File: config.mk
export PLATFORM = sky130hd
export DESIGN_NAME = request_timeout_retry_table
export DESIGN_NICKNAME = d
export VERILOG_FILES = /design/src/rtl/rtrt_pkg.sv /design/src/rtl/request_timeout_retry_table.sv /design/src/rtl/rtrt_table.sv /design/src/rtl/rtrt_unit.sv
export SDC_FILE = /design/constraint.sdc
export NUM_CORES = 1
export LEC_CHECK = 0
export ABC_AREA = 1
export BUFFER_PORTS_ARGS = -buffer_cell sky130_fd_sc_hd__clkbuf_2
export CORE_UTILIZATION = 35
export CTS_CLUSTER_SIZE = 10
export DETAILED_ROUTE_END_ITERATION = 10
export SLEW_MARGIN = 30
export SYNTH_ARGS = -nofsm -noshare
export SYNTH_HDL_FRONTEND = slang
export SYNTH_SLANG_ARGS = --single-unit
File: constraint.sdc
create_clock -name clk_i -period 19.2 [get_ports clk_i]
set_clock_uncertainty 0.1 [all_clocks]
set_input_delay 1.92 -clock clk_i [delete_from_list [all_inputs] [get_ports clk_i]]
set_output_delay 1.92 -clock clk_i [all_outputs]
set_load 0.02 [all_outputs]
File: src/rtl/rtrt_pkg.sv
// Shared types and constants for the request timeout and retry table.
package rtrt_pkg;

  localparam int unsigned ID_W    = 32;
  localparam int unsigned COUNT_W = 10;

  // Countdown loaded after reset, and the retry spacing in ticks
  localparam logic [COUNT_W-1:0] RESET_TIMEOUT = 10'd30;
  localparam logic [COUNT_W-1:0] RETRY_PERIOD  = 10'd10;

  // Reciprocal of the retry spacing: floor(c * 205 / 2048) == floor(c / 10)
  // for every 10-bit c
  localparam logic [7:0]  RECIP_MUL   = 8'd205;
  localparam int unsigned RECIP_SHIFT = 11;

  // Opcodes
  localparam logic [1:0] OP_TICK   = 2'd0;
  localparam logic [1:0] OP_ISSUE  = 2'd1;
  localparam logic [1:0] OP_REMOVE = 2'd2;
  localparam logic [1:0] OP_QUERY  = 2'd3;

  // Event kinds
  localparam logic [1:0] EV_TIMEOUT = 2'd0;
  localparam logic [1:0] EV_RETRY   = 2'd1;
  localparam logic [1:0] EV_QUERY   = 2'd2;
  localparam logic [1:0] EV_DONE    = 2'd3;

  typedef struct packed {
    logic [1:0]      opcode;
    logic [ID_W-1:0] request_id;
  } item_t;

  typedef struct packed {
    logic [1:0]      event_kind;
    logic [ID_W-1:0] event_id;
    logic            alive;
    logic            status;
    logic            last;
  } result_t;

  // Write controls from the sequencer to the table
  typedef struct packed {
    logic key_we;
    logic cnt_we;
    logic set_valid;
    logic clr_valid;
  } tbl_cmd_t;

  // Outputs of the shared slot unit
  typedef struct packed {
    logic [COUNT_W-1:0] cnt_next;
    logic               zero;
    logic               retry;
    logic               match;
  } unit_res_t;

endpackage

File: src/rtl/request_timeout_retry_table.sv
// Request timeout and retry table: top-level sequencer over the slot table and shared unit.
//
// Usage:
//   Input channel: start/busy. An item (opcode, request_id) is taken at a
//   clock edge with start high and busy low. busy stays high until the
//   item's last result has been put on the result ports.
//   Result channel: result_valid_o strobes for one cycle per result; the
//   receiver must take it then. The final result of an item has last set.
//   Configuration: cfg_we_i writes cfg_wdata_i into the issue countdown;
//   write only while busy is low.
//   Sequencing: the sequencer walks the slots one at a time through one memory
//   read port and one decrement/compare unit, with a read state and an event
//   state per slot. Issue, remove and query make one pass over the slots; a
//   tick makes two (a decrement pass, then a retry pass). Each result
//   appears in the cycle after the slot step that makes it; the last result
//   shows in the first cycle that busy is low again.
//   Reset: all slots free, countdown 30, no result pending. Key and count
//   memories are not cleared; the valid flops guard them.
module request_timeout_retry_table #(
  parameter int unsigned TABLE_DEPTH = 16
) (
  input  logic                          clk_i,
  input  logic                          rst_ni,
  input  logic                          start,
  output logic                          busy,
  input  rtrt_pkg::item_t               item_i,
  output logic                          result_valid_o,
  output rtrt_pkg::result_t             result_o,
  input  logic                          cfg_we_i,
  input  logic [rtrt_pkg::COUNT_W-1:0]  cfg_wdata_i
);

  localparam int unsigned IDX_W = (TABLE_DEPTH > 1) ? $clog2(TABLE_DEPTH) : 1;

  localparam logic [1:0] S_IDLE = 2'd0;
  localparam logic [1:0] S_RD   = 2'd1;
  localparam logic [1:0] S_EV   = 2'd2;
  localparam logic [1:0] S_FIN  = 2'd3;

  logic [1:0]                   state_q, state_d;
  logic [IDX_W-1:0]             idx_q, idx_d;
  logic                         pass_q, pass_d;
  logic [1:0]                   op_q, op_d;
  logic [rtrt_pkg::ID_W-1:0]    id_q, id_d;
  logic                         found_q, found_d;
  logic [IDX_W-1:0]             slot_q, slot_d;
  logic                         free_q, free_d;
  logic [IDX_W-1:0]             free_idx_q, free_idx_d;
  logic [TABLE_DEPTH-1:0]       retry_q, retry_d;
  logic [rtrt_pkg::COUNT_W-1:0] timeout_q;
  logic                         res_valid_q, res_valid_d;
  rtrt_pkg::result_t            res_q, res_d;

  logic                         rd_valid;
  logic [rtrt_pkg::ID_W-1:0]    rd_key;
  logic [rtrt_pkg::COUNT_W-1:0] rd_cnt;
  rtrt_pkg::tbl_cmd_t           cmd;
  logic [IDX_W-1:0]             wr_addr;
  logic [rtrt_pkg::ID_W-1:0]    wr_key;
  logic [rtrt_pkg::COUNT_W-1:0] wr_cnt;
  rtrt_pkg::unit_res_t          ures;
  logic [rtrt_pkg::COUNT_W-1:0] load_cnt;
  logic                         idx_last;
  logic                         accept;

  rtrt_table #(
    .TABLE_DEPTH(TABLE_DEPTH),
    .IDX_W      (IDX_W)
  ) u_table (
    .clk_i     (clk_i),
    .rst_ni    (rst_ni),
    .rd_addr_i (idx_q),
    .rd_valid_o(rd_valid),
    .rd_key_o  (rd_key),
    .rd_cnt_o  (rd_cnt),
    .cmd_i     (cmd),
    .wr_addr_i (wr_addr),
    .wr_key_i  (wr_key),
    .wr_cnt_i  (wr_cnt)
  );

  rtrt_unit u_unit (
    .cnt_i(rd_cnt),
    .key_i(rd_key),
    .id_i (id_q),
    .res_o(ures)
  );

  assign accept   = start && !busy;
  assign busy     = (state_q != S_IDLE);
  assign idx_last = (idx_q == IDX_W'(TABLE_DEPTH - 1));
  // A zero countdown setting loads as one
  assign load_cnt = (timeout_q == '0) ? rtrt_pkg::COUNT_W'(1) : timeout_q;

  // Sequencer
  always_comb begin
    state_d     = state_q;
    idx_d       = idx_q;
    pass_d      = pass_q;
    op_d        = op_q;
    id_d        = id_q;
    found_d     = found_q;
    slot_d      = slot_q;
    free_d      = free_q;
    free_idx_d  = free_idx_q;
    retry_d     = retry_q;
    res_valid_d = 1'b0;
    res_d       = res_q;
    cmd         = '0;
    wr_addr     = idx_q;
    wr_key      = id_q;
    wr_cnt      = ures.cnt_next;

    unique case (state_q)
      S_IDLE: begin
        if (accept) begin
          op_d    = item_i.opcode;
          id_d    = item_i.request_id;
          idx_d   = '0;
          pass_d  = 1'b0;
          found_d = 1'b0;
          free_d  = 1'b0;
          retry_d = '0;
          state_d = S_RD;
        end
      end
      S_RD: begin
        state_d = S_EV;
      end
      S_EV: begin
        res_d.alive  = 1'b0;
        res_d.status = 1'b0;
        res_d.last   = 1'b0;
        res_d.event_id = rd_key;
        if (op_q == rtrt_pkg::OP_TICK) begin
          if (!pass_q) begin
            // Decrement pass: timeouts go out now, retries are flagged
            if (rd_valid) begin
              cmd.cnt_we = 1'b1;
              if (ures.zero) begin
                cmd.clr_valid    = 1'b1;
                res_valid_d      = 1'b1;
                res_d.event_kind = rtrt_pkg::EV_TIMEOUT;
              end else if (ures.retry) begin
                retry_d[idx_q] = 1'b1;
              end
            end
          end else if (retry_q[idx_q]) begin
            res_valid_d      = 1'b1;
            res_d.event_kind = rtrt_pkg::EV_RETRY;
          end
        end else begin
          // Lookup pass: first matching slot and first free slot
          if (rd_valid && ures.match && !found_q) begin
            found_d = 1'b1;
            slot_d  = idx_q;
          end
          if (!rd_valid && !free_q) begin
            free_d     = 1'b1;
            free_idx_d = idx_q;
          end
        end
        if (idx_last) begin
          idx_d = '0;
          if (op_q == rtrt_pkg::OP_TICK && !pass_q) begin
            pass_d  = 1'b1;
            state_d = S_RD;
          end else begin
            state_d = S_FIN;
          end
        end else begin
          idx_d   = idx_q + IDX_W'(1);
          state_d = S_RD;
        end
      end
      S_FIN: begin
        res_valid_d      = 1'b1;
        res_d.event_kind = rtrt_pkg::EV_DONE;
        res_d.event_id   = id_q;
        res_d.alive      = 1'b0;
        res_d.status     = 1'b0;
        res_d.last       = 1'b1;
        case (op_q)
          rtrt_pkg::OP_TICK: begin
            res_d.event_id = '0;
          end
          rtrt_pkg::OP_ISSUE: begin
            wr_cnt = load_cnt;
            if (found_q || free_q) begin
              wr_addr       = found_q ? slot_q : free_idx_q;
              cmd.key_we    = 1'b1;
              cmd.cnt_we    = 1'b1;
              cmd.set_valid = 1'b1;
            end else begin
              res_d.status = 1'b1;
            end
          end
          rtrt_pkg::OP_REMOVE: begin
            wr_addr       = slot_q;
            cmd.clr_valid = found_q;
          end
          default: begin
            res_d.event_kind = rtrt_pkg::EV_QUERY;
            res_d.alive      = found_q;
          end
        endcase
        state_d = S_IDLE;
      end
      default: begin
        state_d = S_IDLE;
      end
    endcase
  end

  // Control registers
  always_ff @(posedge clk_i or negedge rst_ni) begin
    if (!rst_ni) begin
      state_q     <= S_IDLE;
      idx_q       <= '0;
      pass_q      <= 1'b0;
      found_q     <= 1'b0;
      free_q      <= 1'b0;
      retry_q     <= '0;
      res_valid_q <= 1'b0;
      timeout_q   <= rtrt_pkg::RESET_TIMEOUT;
    end else begin
      state_q     <= state_d;
      idx_q       <= idx_d;
      pass_q      <= pass_d;
      found_q     <= found_d;
      free_q      <= free_d;
      retry_q     <= retry_d;
      res_valid_q <= res_valid_d;
      if (cfg_we_i) begin
        timeout_q <= cfg_wdata_i;
      end
    end
  end

  // Payload registers
  always_ff @(posedge clk_i) begin
    op_q       <= op_d;
    id_q       <= id_d;
    slot_q     <= slot_d;
    free_idx_q <= free_idx_d;
    res_q      <= res_d;
  end

  assign result_valid_o = res_valid_q;
  assign result_o       = res_q;

`ifndef SYNTHESIS
  // The final result of an item shows once the sequencer is back in idle
  a_last_idle: assert property (@(posedge clk_i) disable iff (!rst_ni)
    res_valid_q && res_q.last |-> state_q == S_IDLE)
    else $error("last result while sequencer busy");

  // An intermediate result is always followed by more work
  a_mid_busy: assert property (@(posedge clk_i) disable iff (!rst_ni)
    res_valid_q && !res_q.last |-> state_q != S_IDLE)
    else $error("non-final result with sequencer idle");

  // Only ticks run the retry pass
  a_pass_tick: assert property (@(posedge clk_i) disable iff (!rst_ni)
    pass_q && state_q != S_IDLE |-> op_q == rtrt_pkg::OP_TICK)
    else $error("retry pass on a non-tick item");

  // Slot index stays inside the table
  a_idx_range: assert property (@(posedge clk_i) disable iff (!rst_ni)
    idx_q <= IDX_W'(TABLE_DEPTH - 1))
    else $error("slot index out of range");

  // An accepted item makes the block busy
  a_accept_busy: assert property (@(posedge clk_i) disable iff (!rst_ni)
    accept |=> busy)
    else $error("accepted item did not start work");
`endif

endmodule

File: src/rtl/rtrt_table.sv
// Slot storage: key and countdown memories with one registered read port, plus valid flops.
module rtrt_table #(
  parameter int unsigned TABLE_DEPTH = 16,
  parameter int unsigned IDX_W       = 4
) (
  input  logic                          clk_i,
  input  logic                          rst_ni,
  input  logic [IDX_W-1:0]              rd_addr_i,
  output logic                          rd_valid_o,
  output logic [rtrt_pkg::ID_W-1:0]     rd_key_o,
  output logic [rtrt_pkg::COUNT_W-1:0]  rd_cnt_o,
  input  rtrt_pkg::tbl_cmd_t            cmd_i,
  input  logic [IDX_W-1:0]              wr_addr_i,
  input  logic [rtrt_pkg::ID_W-1:0]     wr_key_i,
  input  logic [rtrt_pkg::COUNT_W-1:0]  wr_cnt_i
);

  logic [rtrt_pkg::ID_W-1:0]    key_mem [TABLE_DEPTH];
  logic [rtrt_pkg::COUNT_W-1:0] cnt_mem [TABLE_DEPTH];
  logic [TABLE_DEPTH-1:0]       valid_q;
  logic [TABLE_DEPTH-1:0]       valid_d;
  logic                         rd_valid_q;
  logic [rtrt_pkg::ID_W-1:0]    rd_key_q;
  logic [rtrt_pkg::COUNT_W-1:0] rd_cnt_q;

  // Memory write port
  always_ff @(posedge clk_i) begin
    if (cmd_i.key_we) begin
      key_mem[wr_addr_i] <= wr_key_i;
    end
    if (cmd_i.cnt_we) begin
      cnt_mem[wr_addr_i] <= wr_cnt_i;
    end
  end

  // Registered read port
  always_ff @(posedge clk_i) begin
    rd_key_q <= key_mem[rd_addr_i];
    rd_cnt_q <= cnt_mem[rd_addr_i];
  end

  // Valid bits
  always_comb begin
    valid_d = valid_q;
    if (cmd_i.set_valid) begin
      valid_d[wr_addr_i] = 1'b1;
    end
    if (cmd_i.clr_valid) begin
      valid_d[wr_addr_i] = 1'b0;
    end
  end

  always_ff @(posedge clk_i or negedge rst_ni) begin
    if (!rst_ni) begin
      valid_q    <= '0;
      rd_valid_q <= 1'b0;
    end else begin
      valid_q    <= valid_d;
      rd_valid_q <= valid_q[rd_addr_i];
    end
  end

  assign rd_valid_o = rd_valid_q;
  assign rd_key_o   = rd_key_q;
  assign rd_cnt_o   = rd_cnt_q;

endmodule

File: src/rtl/rtrt_unit.sv
// Shared slot unit: countdown decrement, zero and retry checks, key compare.
module rtrt_unit (
  input  logic [rtrt_pkg::COUNT_W-1:0] cnt_i,
  input  logic [rtrt_pkg::ID_W-1:0]    key_i,
  input  logic [rtrt_pkg::ID_W-1:0]    id_i,
  output rtrt_pkg::unit_res_t          res_o
);

  logic [rtrt_pkg::COUNT_W-1:0] dec;
  logic [17:0]                  prod;
  logic [6:0]                   quot;
  logic [10:0]                  quot10;

  // Decrement with wrap
  assign dec = cnt_i - rtrt_pkg::COUNT_W'(1);

  // Divide by ten through the reciprocal, then multiply back with shifts
  assign prod   = 18'(dec) * 18'(rtrt_pkg::RECIP_MUL);
  assign quot   = prod[17:rtrt_pkg::RECIP_SHIFT];
  assign quot10 = {1'b0, quot, 3'b000} + {3'b000, quot, 1'b0};

  always_comb begin
    res_o.cnt_next = dec;
    res_o.zero     = (dec == '0);
    res_o.retry    = (dec != '0) && ({1'b0, dec} == quot10);
    res_o.match    = (key_i == id_i);
  end

endmodule

-- Yosys cells after proc, flatten, opt, wreduce, memory -nomap -nowiden
Memory sizes are Yosys's and may differ from the RTL's. A register that Yosys moved wholly into a read port is not among the register bits.
Cells that the tools add are included.
- bits in registers: 132
- latch bits: 0
- RAM bits: 672
- ROM bits: 0
- input bits: 48
- output and inout port bits: 39
- logic and storage cells: 162
- memories kept: 2
- add/subtract/negate cells: 3
- $mul: 1
- divide/modulo/power cells: 0
- magnitude comparators: 4
- equal/unequal tests: 22
- shift operators: 0
- multiplexer cells: 74
- bitwise operators: 5
- reductions and logical operators: 32
- memories (name ; depth ; bits a word ; read ports ; clocked after Yosys merged registers in ; wr ports ; RTL line ; source):
    u_table.key_mem ; 16 ; 32 ; 1 ; 1 ; 1 ; rtrt_table.sv:18 ; logic [rtrt_pkg::ID_W-1:0] key_mem [TABLE_DEPTH];
    u_table.cnt_mem ; 16 ; 10 ; 1 ; 1 ; 1 ; rtrt_table.sv:19 ; logic [rtrt_pkg::COUNT_W-1:0] cnt_mem [TABLE_DEPTH];
- operator list (kind ; number):
    two-way mux 16 bit ; 8
    one-hot mux 37 bit (2 select lines) ; 1
    equality test 32 bit ; 1
    two-way mux 1 bit ; 32
    two-way mux 32 bit ; 1
    OR 16 bit ; 2
    one-hot mux 16 bit (2 select lines) ; 1
    two-way mux 10 bit ; 3
    logical NOT 10 bit ; 2
    two-way mux 4 bit ; 5
    multiplier 10 x 8 -> 18 bit (second input constant) ; 1
    != test 2 bit (second input constant) ; 9
    bitwise AND 16 bit ; 1
    two-way mux 2 bit ; 8
    NOT 16 bit ; 1
    one-hot mux 4 bit (2 select lines) ; 2
    one-hot mux 1 bit (2 select lines) ; 6
    AND reduction 4 bit ; 3
    adder 10 x 8 -> 11 bit ; 1
    equality test 10 x 11 -> 1 bit ; 1
    < comparator 4 x 5 -> 1 bit (second input constant) ; 2
    nonzero test 10 bit ; 1
    subtractor 10 x 1 -> 10 bit (second input constant) ; 1
    binary-select mux 1 bit (select 4 bit) ; 2
    other kinds (22) ; 46

-- Longest topological paths before layout
- depth in word-level cells: 12
- depth in mapped cells: 45
- mapped depth without buffers: 44

-- Cells and area by module
Synthesis repeated with hierarchy kept, for this count alone.
- cell total of the unflattened synthesis: 3901
- area total of the unflattened synthesis: 38594.5 um^2
- modules (own cells, without submodules) (module ; times used ; cells each ; area an instance (um^2) ; sequential area each (um^2)):
    rtrt_table ; 1 ; 2922 ; 30559.3 ; 21445.6
    request_timeout_retry_table ; 1 ; 512 ; 5114.9 ; 3278.1
    rtrt_unit ; 1 ; 467 ; 2920.3 ; 0.0

-- Worst setup path after synthesis
No wires, ideal clock.
- path type: reg-to-reg
- start point: register u_table.rd_cnt_q (netlist bit u_table.rd_cnt_o[0]) (read register of u_table.cnt_mem)
- end point: register retry_q[11]
- setup time: 0.117 ns
- arrival time: 5.936 ns
- slack: 13.047 ns
- stages on the path, launching flop included: 42
- clock period less this slack: 6.153 ns
- cell sequence: dfxtp_1 > inv_2 > ha_1 > nand4_1 > inv_1 > nand2_1 > xor2_1 > inv_1 > nor2_1 > nor2_1 > fa_1 > fa_1 > inv_1 > fa_1 > inv_1 > ha_1 > nand2_1 > inv_1 > [... 6 more ...] > nand2_2 > inv_1 > ha_1 > inv_1 > nor2_1 > nor4_1 > nand3_1 > nor2_1 > nand3_2 > nor2_4 > nand3_1 > nor2_1 > nand2_1 > nand2_2 > nand2_4 > buf_6 > nand2_1 > nand2_1
- longest elaborated chain between the ends: 7
- ends and longest elaborated chain (what ; RTL line ; source):
    start, declared ; rtrt_table.sv:24 ; logic [rtrt_pkg::COUNT_W-1:0] rd_cnt_q;
    subtractor 10 x 1 -> 10 bit * ; rtrt_unit.sv:15 ; assign dec = cnt_i - rtrt_pkg::COUNT_W'(1);
    multiplier 10 x 8 -> 18 bit ; rtrt_unit.sv:18 ; assign prod = 18'(dec) * 18'(rtrt_pkg::RECIP_MUL);
    adder 10 x 8 -> 11 bit ; rtrt_unit.sv:20 ; assign quot10 = {1'b0, quot, 3'b000} + {3'b000, quot, 1'b0};
    equality test 10 x 11 -> 1 bit ; rtrt_unit.sv:25 ; res_o.retry = (dec != '0) && ({1'b0, dec} == quot10);
    logical AND 1 bit ; rtrt_unit.sv:25 ;
    != test 2 x 1 -> 1 bit (no source line) ; - ;
    AND reduction 7 bit (no source line) * ; - ;
    end signal, assigned ; request_timeout_retry_table.sv:232 ; retry_q <= retry_d;
    end, declared ; request_timeout_retry_table.sv:49 ; logic [TABLE_DEPTH-1:0] retry_q, retry_d;
Mark *: on every way between the ends. The rest lies on a longest branch, timed or not.
A chain may end at the register's enable or synchronous reset.

-- Worst setup path in the final report
- start point: register u_table.rd_cnt_q (netlist bit u_table.rd_cnt_o[0]) (read register of u_table.cnt_mem)
- end point: register retry_q[0]
Same word-level chain as after synthesis.

==> reports/results.txt <==
status - finished, final reports clean
Hold Path Stages - 2
post-synthesis sequential area ratio - 69.86%
CP Buf/Inv Count - 8
Post-synth top flop - edfxtp_1
share of layout cells above drive strength 1 - 11.10%
# port buffers - 86
CTS tree - yes
WP depth - 37
Cell Area, Synth - 35390 µm²
vias in the first global route - 21.94k
Remaining DRCs - 0
die area - 102400 µm²
Max-cap violations - 0
Layout fillers - 9395
setup repair after global routing missed its margin - no
hold_buf cts - 0
total CTS buffers - 95
antenna violations before repair - 4
Final ANT Viol Nets - 0
minimum clock period - 6.942 ns
asr flop ratio synth - 6.265%
# resized after CTS - 0
area delta synth->final - 14.04%
Max FO, Critical Path - 16
Distinct cells, synth - 52
total grt overflow - 0
Post-synth EDFFs - 751
CP max stage cell - fa_1
std cell rows - 116
Root Buffer - clkbuf_16
Worst-Skew Late Latency - 0.69 ns
Worst Reg-to-Reg Cells - 37
critical path startpoint category - register
worst hold path type - reg -> reg
DR WL/cell - 21.05 µm
Max H-tree Level - 3
DRT Pass-1 Iters - 6
most frequent CP cell - inv_1
GRT Total Usage - 17.99%
Setup-failing EPs final - 0
WS Path Type - reg -> reg
Syn Area/Cell - 11.85 µm²
Final Cycle Share - 36.16%
WP data required - 19.63 ns
fin nets - 3203
drt first-iter violations - 2429
Die Width - 320.0 µm
crit path DAT - 7.37 ns
chip height - 320.0 µm
final WL - 93880 µm
Vias/cell - 5.271
max-slew violations - 0
slew margin rel. - 31.65%
yosys warns - 0
clk slew on worst S/H paths - 0.06 ns
postcts setup bufs - 0
core area - 100100 µm²
final setup TNS - 0 ns
vias - 23.50k
most common cell after layout, fill and taps aside - edfxtp_1
Num Clock Sinks - 846
detailed placer's ending HPWL - 50100 µm
most frequent cells in the layout - 751 x edfxtp_1, 419 x nor2_1, 406 x o21ai_0
routability-driven placement congestion ratio - 0.8596
largest net degree at the start of global routing - 164
clock buffer depth - 3
Post-Synthesis Net Count - 3109
CP Capture Type - register
#FFs+latches synth - 846
final hold violation count - 0
Worst-Margin Slew - 1.025 ns
IO Pins - 87
cell family with most CP delay - simple AND/OR/NAND/NOR gates
first-pass GRT wire length - 138900 µm
Gate Count Post-Synth - 2987
Initial Util - 35.34%
Critical Path Max Stage Delay - 0.50 ns
n_diodes - 0
FMAX - 144.1 MHz
-- cell type report --
class | instances | area [µm²] | share of cell area, %
clock buffer | 167 | 2648 | 6.559
clock inverter | 10 | 182.7 | 0.4526
inverter | 213 | 809.5 | 2.006
multi-input combinational | 1773 | 9430 | 23.36
sequential | 846 | 24740 | 61.28
tap | 1298 | 1624 | 4.024
timing repair buffer | 152 | 933.4 | 2.313
-- worst paths after layout --
check | start | to | slack, ns
min in group asynchronous | rst_ni | timeout_q[6] | 1.27
max | u_table.rd_cnt_o[0] | retry_q[0] | 12.26
max reg2reg | u_table.rd_cnt_o[0] | retry_q[0] | 12.26
min | retry_q[6] | retry_q[6] | 0.38
max in group asynchronous | rst_ni | idx_q[0] | 17.02
min reg2reg | retry_q[6] | retry_q[6] | 0.38
-- logic make-up (layout without fill, tap and decap cells) --
logic type      count (synthesis)  in the layout  share of synthesized area [%]
flops                         846            846                          69.86
xor+xnor                       26             26                         0.6964
compound gates                675            675                          10.66
simple gates                  996            996                          11.81
mux                             2              2                        0.06363
fa+ha+maj                      74             74                          2.955
buf+inv                       368            542                          3.956
-- registers in the layout, summed over array words and instances (netlist names), 16 cells and up --
name,cells
u_table.valid_q,16
retry_q,16
u_table.key_mem,512
result_o,37
u_table.cnt_mem,160
u_table.rd_key_o,32
id_q,32
-- cells in the mapped netlist, drive strengths merged, types with 5 or more instances --
library cell    n  area (µm²)
inv           208       780.8
nand3          41       235.2
a21oi          20       100.1
clkinv          5       18.77
ha             58       725.7
nor2          452        1737
o22ai         208        1301
nor3            6       35.03
o21bai          9       67.56
xor2           22       211.5
o21ai         408        2046
clkbuf        146       548.0
dfxtp          42       840.8
nor4            7       43.79
nand2         414        1647
edfxtp        751       22550
buf             9       52.54
fa             16       320.3
a2bb2oi        15       131.4
nand4          71       450.4
dfrtp          49        1226
-- per-layer routing --
| metal | vias up | wire length [µm] | track usage, % |
|---|---|---|---|
| li1 | 10840 | - | - |
| met1 | 11660 | 42210 | 25.62 |
| met2 | 850 | 42650 | 28.16 |
| met3 | 145 | 6915 | 3.153 |
| met4 | 2 | 2092 | 4.997 |
| met5 | - | 8 | 0 |
-- worst register-to-register path: cells and delay by family (launching register included) --
| kind | cells | cell delay (ns) |
|---|---|---|
| AOI/OAI and AO/OA | 1 | 0.15 |
| and+or+nand+nor | 21 | 2.80 |
| xor gates and xnor gates | 1 | 0.43 |
| DFF | 1 | 0.44 |
| buffers and inverters | 8 | 0.59 |
| adders and majority gates | 6 | 2.29 |
-- metrics by stage --
stage	area, µm²	std cells	worst slack, ns	utilization (%)	hold slack (ns)
floorplan	35390	2987	13.05	-	0.3402
global placement	37510	4282	12.64	37.45	0.3648
detailed placement	37520	4282	12.37	37.47	0.3632
CTS	40350	4459	12.26	40.29	0.3760
global route	40360	4459	11.65	40.30	0.4074
finish	40360	4459	12.26	40.30	0.3803
Power is left out: the tool's default activity adds up to more than one toggle a clock period on the data nets, which glitch-free logic cannot reach.
